==> config.mk <==
export PLATFORM = sky130hd
export DESIGN_NAME = rpid_arith
export DESIGN_NICKNAME = d
export VERILOG_FILES = /design/src/hdl/rpid_pkg.sv /design/src/hdl/rpid_arith.sv
export SDC_FILE = /design/constraint.sdc
export NUM_CORES = 2
export LEC_CHECK = 0
export ABC_AREA = 1
export BUFFER_PORTS_ARGS = -buffer_cell sky130_fd_sc_hd__buf_2
export CAP_MARGIN = 20
export CORE_ASPECT_RATIO = 0.8
export CORE_MARGIN = 3
export CORE_UTILIZATION = 60
export DETAILED_ROUTE_END_ITERATION = 6
export GPL_TIMING_DRIVEN = 0
export PLACE_DENSITY = 0.77
export REMOVE_ABC_BUFFERS = 1
export SETUP_SLACK_MARGIN = 0.15
export SYNTH_ARGS = -nofsm -noshare
export SYNTH_HDL_FRONTEND = slang
export SYNTH_SLANG_ARGS = --single-unit
==> constraint.sdc <==
create_clock -name clock -period 21.2 [get_ports clock]
set_input_delay 4.24 -clock clock [delete_from_list [all_inputs] [get_ports clock]]
set_output_delay 4.24 -clock clock [all_outputs]
set_load 0.03 [all_outputs]
==> src/hdl/rpid_pkg.sv <==
// Package for the rate PID controller: fixed-point constants, the arithmetic
// operation codes of the shared unit and its command/status structs.
// No dependencies.
package rpid_pkg;

   localparam int FracBits = 16;
   localparam logic signed [31:0] OneQ = 32'sd65536;
   localparam logic signed [31:0] FloorQ = 32'sd13107;
   localparam logic [16:0] FilterAlpha = 17'd45875;
   localparam logic [16:0] FilterBeta = 17'd65536 - FilterAlpha;
   localparam logic signed [63:0] I32Max = 64'sd2147483647;
   localparam logic signed [63:0] I32Min = -64'sd2147483648;

   // Configuration register indexes.
   localparam logic [2:0] RegPropGain = 3'd0;
   localparam logic [2:0] RegIntegGain = 3'd1;
   localparam logic [2:0] RegDerivGain = 3'd2;
   localparam logic [2:0] RegFfGain = 3'd3;
   localparam logic [2:0] RegIntegLimit = 3'd4;
   localparam logic [2:0] RegOutLimit = 3'd5;
   localparam logic [2:0] RegAttenRate = 3'd6;
   localparam logic [2:0] RegAttenBreak = 3'd7;

   // Operations of the shared arithmetic unit.
   typedef enum logic [0:0] {
      OP_MUL,
      OP_DIV
   } op_type;

   typedef struct packed {
      logic              start;
      op_type            op;
      logic signed [32:0] a;
      logic signed [32:0] b;
   } au_cmd_type;

   typedef struct packed {
      logic              done;
      logic signed [31:0] result;
   } au_sts_type;

   // Saturate a 64-bit signed value to the 32-bit range.
   function automatic logic signed [31:0] sat32(input logic signed [63:0] v);
      logic signed [31:0] r;
      if (v > I32Max) r = 32'sh7FFFFFFF;
      else if (v < I32Min) r = 32'sh80000000;
      else r = v[31:0];
      return r;
   endfunction

endpackage

==> src/hdl/rpid_arith.sv <==
// Shared arithmetic unit of the rate PID controller: a signed fixed-point
// multiplier (partial products over the low and high slices of b) and a radix-2 divider.
// Depends on rpid_pkg.
module rpid_arith (
   input  logic                clock,
   input  logic                reset,
   input  rpid_pkg::au_cmd_type cmd,
   output rpid_pkg::au_sts_type sts
);
   import rpid_pkg::*;

   typedef enum logic [2:0] {
      S_IDLE,
      S_MUL_LO,
      S_MUL_HI,
      S_MUL_FIN,
      S_DIV,
      S_DIV_FIN
   } state_type;

   state_type state_ff;
   logic signed [32:0] a_ff;
   logic signed [32:0] b_ff;
   logic signed [65:0] acc_ff;
   logic [63:0] rem_ff;
   logic [63:0] quo_ff;
   logic [63:0] divr_ff;
   logic neg_ff;
   logic [5:0] cnt_ff;
   logic done_ff;
   logic signed [31:0] res_ff;

   logic [64:0] trial;
   logic [63:0] rem_sh;
   logic signed [65:0] rnd;
   logic signed [65:0] shifted;
   logic signed [50:0] pp;
   logic [63:0] num_abs;
   logic signed [63:0] num_s;

   // Final quotient bit, sign and saturation of a division.
   function automatic logic signed [31:0] div_result(input logic [63:0] q,
                                                      input logic tb,
                                                      input logic ng);
      logic [63:0] m;
      logic signed [64:0] s;
      m = {q[62:0], ~tb};
      s = ng ? -$signed({1'b0, m}) : $signed({1'b0, m});
      if (s > 65'(I32Max)) return 32'sh7FFFFFFF;
      if (s < 65'(I32Min)) return 32'sh80000000;
      return s[31:0];
   endfunction

   // Partial product: signed a times one 17-bit slice of b (low slice unsigned).
   always_comb begin
      if (state_ff == S_MUL_LO) begin
         pp = a_ff * $signed({1'b0, b_ff[15:0]});
      end else begin
         pp = a_ff * $signed(b_ff[32:16]);
      end
   end

   // One restoring division step on the magnitude of the numerator.
   always_comb begin
      rem_sh = {rem_ff[62:0], quo_ff[63]};
      trial = {1'b0, rem_sh} - {1'b0, divr_ff};
   end

   // Rounding of the product, ties toward plus infinity.
   always_comb begin
      rnd = acc_ff + 66'sd32768;
      shifted = rnd >>> FracBits;
      num_s = 64'(a_ff) <<< FracBits;
      num_abs = num_s[63] ? 64'(-num_s) : 64'(num_s);
   end

   always_ff @(posedge clock) begin
      if (reset) begin
         state_ff <= S_IDLE;
         done_ff <= 1'b0;
      end else begin
         done_ff <= (state_ff == S_MUL_FIN) || (state_ff == S_DIV_FIN);
         case (state_ff)
            S_IDLE: begin
               if (cmd.start) begin
                  a_ff <= cmd.a;
                  b_ff <= cmd.b;
                  acc_ff <= '0;
                  state_ff <= (cmd.op == OP_MUL) ? S_MUL_LO : S_DIV;
                  neg_ff <= cmd.a[32] ^ cmd.b[32];
                  cnt_ff <= '0;
                  rem_ff <= '0;
                  divr_ff <= cmd.b[32] ? 64'(-cmd.b) : 64'(cmd.b);
                  quo_ff <= '0;
               end
            end
            S_MUL_LO: begin
               acc_ff <= 66'(pp);
               state_ff <= S_MUL_HI;
            end
            S_MUL_HI: begin
               acc_ff <= acc_ff + (66'(pp) <<< 16);
               state_ff <= S_MUL_FIN;
            end
            S_MUL_FIN: begin
               res_ff <= sat32(shifted[63:0]);
               state_ff <= S_IDLE;
            end
            S_DIV: begin
               if (cnt_ff == 6'd0) begin
                  quo_ff <= num_abs;
                  rem_ff <= '0;
                  cnt_ff <= 6'd1;
               end else begin
                  if (!trial[64]) begin
                     rem_ff <= trial[63:0];
                     quo_ff <= {quo_ff[62:0], 1'b1};
                  end else begin
                     rem_ff <= rem_sh;
                     quo_ff <= {quo_ff[62:0], 1'b0};
                  end
                  if (cnt_ff == 6'd63) state_ff <= S_DIV_FIN;
                  cnt_ff <= cnt_ff + 6'd1;
               end
            end
            S_DIV_FIN: begin
               // Last of the 64 quotient bits is formed here.
               if (!trial[64]) quo_ff <= {quo_ff[62:0], 1'b1};
               else quo_ff <= {quo_ff[62:0], 1'b0};
               state_ff <= S_IDLE;
               res_ff <= div_result(quo_ff, trial[64], neg_ff);
            end
            default: state_ff <= S_IDLE;
         endcase
      end
   end

   assign sts.done = done_ff;
   assign sts.result = res_ff;

endmodule

==> flow_metrics.env <==
export IMPL_outcome="completed"
export IMPL_slew_limit_headroom_pct=13.8
export IMPL_grt_first_pass_wirelength_um=324000
export IMPL_finalCritPeriodShare_pct=48.0
export IMPL_reg2reg_depth=33
export IMPL_worst_endpoint_required_ns=21.53
export IMPL_synthArstFlopShare_pct=0
export IMPL_synth_lib_cells_used_distinct=70
export IMPL_fillerInstances=8955
export IMPL_viasPerCell=5.70
export IMPL_maximum_number_of_pins_on_one_net_before_global_route_repair=73
export IMPL_clock_root_buffer="sky130_fd_sc_hd__clkbuf_16"
export IMPL_postPlaceCellArea_um2=69900
export IMPL_area_delta_synth_final_pct=8.49
export IMPL_setup_worst_path_start_class="flop"
export IMPL_drt_drc_violations_left=0
export IMPL_initial_utilization_pct=61.1
export IMPL_worst_setup_hold_path_clk_slew_ns=0.07
export IMPL_core_rowCount=107
export IMPL_cts_max_level=2
export IMPL_netlist_top_cell_by_area="sky130_fd_sc_hd__fa_1"
export IMPL_r2r_slack_ns=11.03
export IMPL_drive_gt1_share_pct=4.75
export IMPL_numCtsBuffers=44
export IMPL_drv_slew=0
export IMPL_maxCapViolCount=0
export IMPL_synth_compound_gate_area_share_pct=8.41
export IMPL_tritoncts_clock_tree="yes"
export IMPL_synth_seq_area_share_pct=15.9
export IMPL_clock_insertion_delay_worst_skew_ns=0.66
export IMPL_initial_antenna_violation_count=2
export IMPL_antenna_left=0
export IMPL_yosys_top_cells_area="sky130_fd_sc_hd__fa_1 (32%), sky130_fd_sc_hd__edfxtp_1 (16%), sky130_fd_sc_hd__inv_1 (13%), sky130_fd_sc_hd__nand2_1 (12%), sky130_fd_sc_hd__ha_1 (6.8%)"
export IMPL_core_occupancy_in_the_finished_layout_pct=66.3
export IMPL_drt_wirelength_per_cell_um=20.3
export IMPL_die_area_um2=114000
export IMPL_path_common_cell="sky130_fd_sc_hd__inv_1"
export IMPL_critPathSlowestCell="sky130_fd_sc_hd__edfxtp_1"
export IMPL_design_portCount=103
export IMPL_portBuffers=102
export IMPL_hold_path_class="flop to flop"
export IMPL_post_synth_mux_area_share_pct=0.0152
export IMPL_synth_edf_count=346
export IMPL_die_width_um=376
export IMPL_wirelength_um=204000
export IMPL_worstSetupEndpoint="acc_ff[62]$_DFFE_PP_"
export IMPL_min_cycle_time_layout_ns=10.17
export IMPL_final_design_area_no_fill_um2=71400
export IMPL_chip_height_um=302
export IMPL_track_usage_pct=36.6
export IMPL_max_clock_freq_mhz=98.3
export IMPL_hold_buffers=0
export IMPL_synth_warning_count=0
export IMPL_post_cts_setup_buffer_count=0
export IMPL_gp_congestion=1.05
export IMPL_post_synth_cell_area_avg_um2=7.62
export IMPL_num_nets_final=10100
export IMPL_reg2reg_to="acc_ff[62]$_DFFE_PP_"
export IMPL_syn_instance_count=8633
export IMPL_numPlacedInstances=9972
export IMPL_grt_setup_unrepaired="false"
export IMPL_synth_seq_cells=350
export IMPL_dpl_hpwl_um=171000
export IMPL_critical_path_max_stage_delay_ns=1.03
export IMPL_highest_fanout_seen_on_the_critical_path=24
export IMPL_crit_path_end_kind="flop"
export IMPL_grt_overflow=0
export IMPL_critical_path_startpoint="b_ff[5]$_DFFE_PP_"
export IMPL_drt_initial_drc_count=6218
export IMPL_synthDominantCellAreaShare_pct=31.7
export IMPL_synth_ff_type="sky130_fd_sc_hd__edfxtp_1"
export IMPL_grt_pass1_vias=58800
export IMPL_worst_hold_startpoint="state_ff[0]$_SDFFE_PP0P_"
export IMPL_post_synth_xor_area_fraction_pct=3.31
export IMPL_worst_r2r_start="b_ff[5]$_DFFE_PP_"
export IMPL_yosysMostFrequentCell="sky130_fd_sc_hd__inv_1"
export IMPL_slew_worst_pin_ns=1.28
export IMPL_worst_clock_skew_ns=0.0441
export IMPL_layout_cells_non_filler=10100
export IMPL_clk_path_buf_depth=3
export IMPL_vias=57300
export IMPL_post_synth_fa_ha_maj_area_fraction_pct=38.5
export IMPL_synth_simple_gate_area_share_pct=19.1
export IMPL_crit_type="flop to flop"
export IMPL_core_area_um2=108000
export IMPL_synth_common_cells="sky130_fd_sc_hd__inv_1 (2217), sky130_fd_sc_hd__nand2_1 (2076), sky130_fd_sc_hd__fa_1 (1041), sky130_fd_sc_hd__nor2_1 (542), sky130_fd_sc_hd__a21oi_1 (422)"
export IMPL_critical_path_arrival_ns=10.50
export IMPL_finalSetupViolCount=0
export IMPL_post_cts_resized=0
export IMPL_timing_final_hold_violations=0
export IMPL_drt_pre_antenna_iters=6
export IMPL_synth_top_family_by_area="adder cells"
export IMPL_clock_sinks=350
export IMPL_synth_cell_area_um2=65800
## state kept, by name, indices dropped and copies added, names as in the netlist
name	flops
acc_ff	51
b_ff	33
done_ff	1
rem_ff	63
state_ff	3
res_ff	32
quo_ff	64
cnt_ff	6
a_ff	33
neg_ff	1
divr_ff	63
## cell families after synthesis
kind of cell	count (synthesis)
AO/OA/AOI/OAI	996
XOR/XNOR	248
adder cells (fa/ha/maj)	1399
buffers and inverters	2566
flip-flops	350
multiplexers	1
other	1
AND/OR/NAND/NOR	3072
## per-layer routing
metal  GRT usage (%)  vias up  part of all wire (%)
met5               0        -                     0
met4            16.9        0                   5.4
met3            8.27      601                    11
met2            55.7     3117                    43
met1            50.3    27800                    40
li1                -    25800                     -
## how the worst min path moves through the flow
| stage | end | slack (ns) | depth (start not counted) |
|---|---|---|---|
| CTS | state_ff[0]$_SDFFE_PP0P_ | 0.61 | 3 |
| global placement | done_ff$_SDFF_PP0_ | 0.56 | 2 |
| floorplan | done_ff$_SDFF_PP0_ | 0.49 | 2 |
| global route | rem_ff[59]$_SDFFCE_PP0P_ | 0.65 | 2 |
| detailed placement | rem_ff[59]$_SDFFCE_PP0P_ | 0.59 | 2 |
| finish | state_ff[0]$_SDFFE_PP0P_ | 0.61 | 3 |
## layout make-up
cell class | count | area, um^2 | share of cell area, %
clock inverters | 33 | 357 | 0.500
repair buffers | 233 | 3490 | 4.89
inverters | 2225 | 8360 | 11.7
clock buffers | 49 | 1150 | 1.61
flip-flops and latches | 350 | 10500 | 14.7
multi-input cells | 5747 | 45800 | 64.1
diodes | 4 | 10.0 | 0.0140
well taps | 1417 | 1770 | 2.48
## metrics by stage
stage	TNS (ns)	hold slack, ns	setup WS [ns]
after floorplan	0	0.491	3.71
after global placement	-608.55	0.558	-4.70
after detailed placement	0	0.592	11.49
after CTS	0	0.611	11.37
after global routing	0	0.653	10.63
final	0	0.613	11.03
## worst max-delay path: cells and delay by family, from the launching register on
| family | cells | cell delay [ns] |
|---|---|---|
| fa+ha+maj | 8 | 3.94 |
| buf+inv | 8 | 0.68 |
| compound gates | 10 | 3.24 |
| simple gates | 7 | 0.93 |
| flops | 1 | 1.03 |
## layout by cell type, fill, tap and decap left out, types with 8 or more instances in the layout
master,instances
sky130_fd_sc_hd__nand4_1,55
sky130_fd_sc_hd__nor3_1,64
sky130_fd_sc_hd__xor2_1,168
sky130_fd_sc_hd__nand2_2,13
sky130_fd_sc_hd__a31oi_1,67
sky130_fd_sc_hd__o221ai_1,9
sky130_fd_sc_hd__o21ai_1,13
sky130_fd_sc_hd__nor3_2,9
sky130_fd_sc_hd__nor2_4,8
sky130_fd_sc_hd__o21a_1,25
sky130_fd_sc_hd__o21ai_0,325
sky130_fd_sc_hd__nand3_1,177
sky130_fd_sc_hd__nor2_2,12
sky130_fd_sc_hd__a21o_1,19
sky130_fd_sc_hd__buf_2,102
sky130_fd_sc_hd__buf_12,8
sky130_fd_sc_hd__edfxtp_1,346
sky130_fd_sc_hd__nor4_1,41
sky130_fd_sc_hd__fa_1,1041
sky130_fd_sc_hd__o22ai_1,22
sky130_fd_sc_hd__a21boi_0,9
sky130_fd_sc_hd__o211ai_1,15
sky130_fd_sc_hd__inv_1,2214
sky130_fd_sc_hd__conb_1,31
sky130_fd_sc_hd__nand3b_1,11
sky130_fd_sc_hd__or2_2,24
sky130_fd_sc_hd__nor2_1,541
sky130_fd_sc_hd__and3_1,12
sky130_fd_sc_hd__o31ai_1,13
sky130_fd_sc_hd__buf_16,91
sky130_fd_sc_hd__clkbuf_16,45
sky130_fd_sc_hd__ha_1,358
sky130_fd_sc_hd__buf_4,19
sky130_fd_sc_hd__a21oi_1,420
sky130_fd_sc_hd__nand2_1,2076
sky130_fd_sc_hd__o32ai_1,9
sky130_fd_sc_hd__o21bai_1,15
sky130_fd_sc_hd__xnor2_1,79
Power is not shown: default switching activity piles up to over one toggle a cycle in this logic, so the estimate is an artifact.
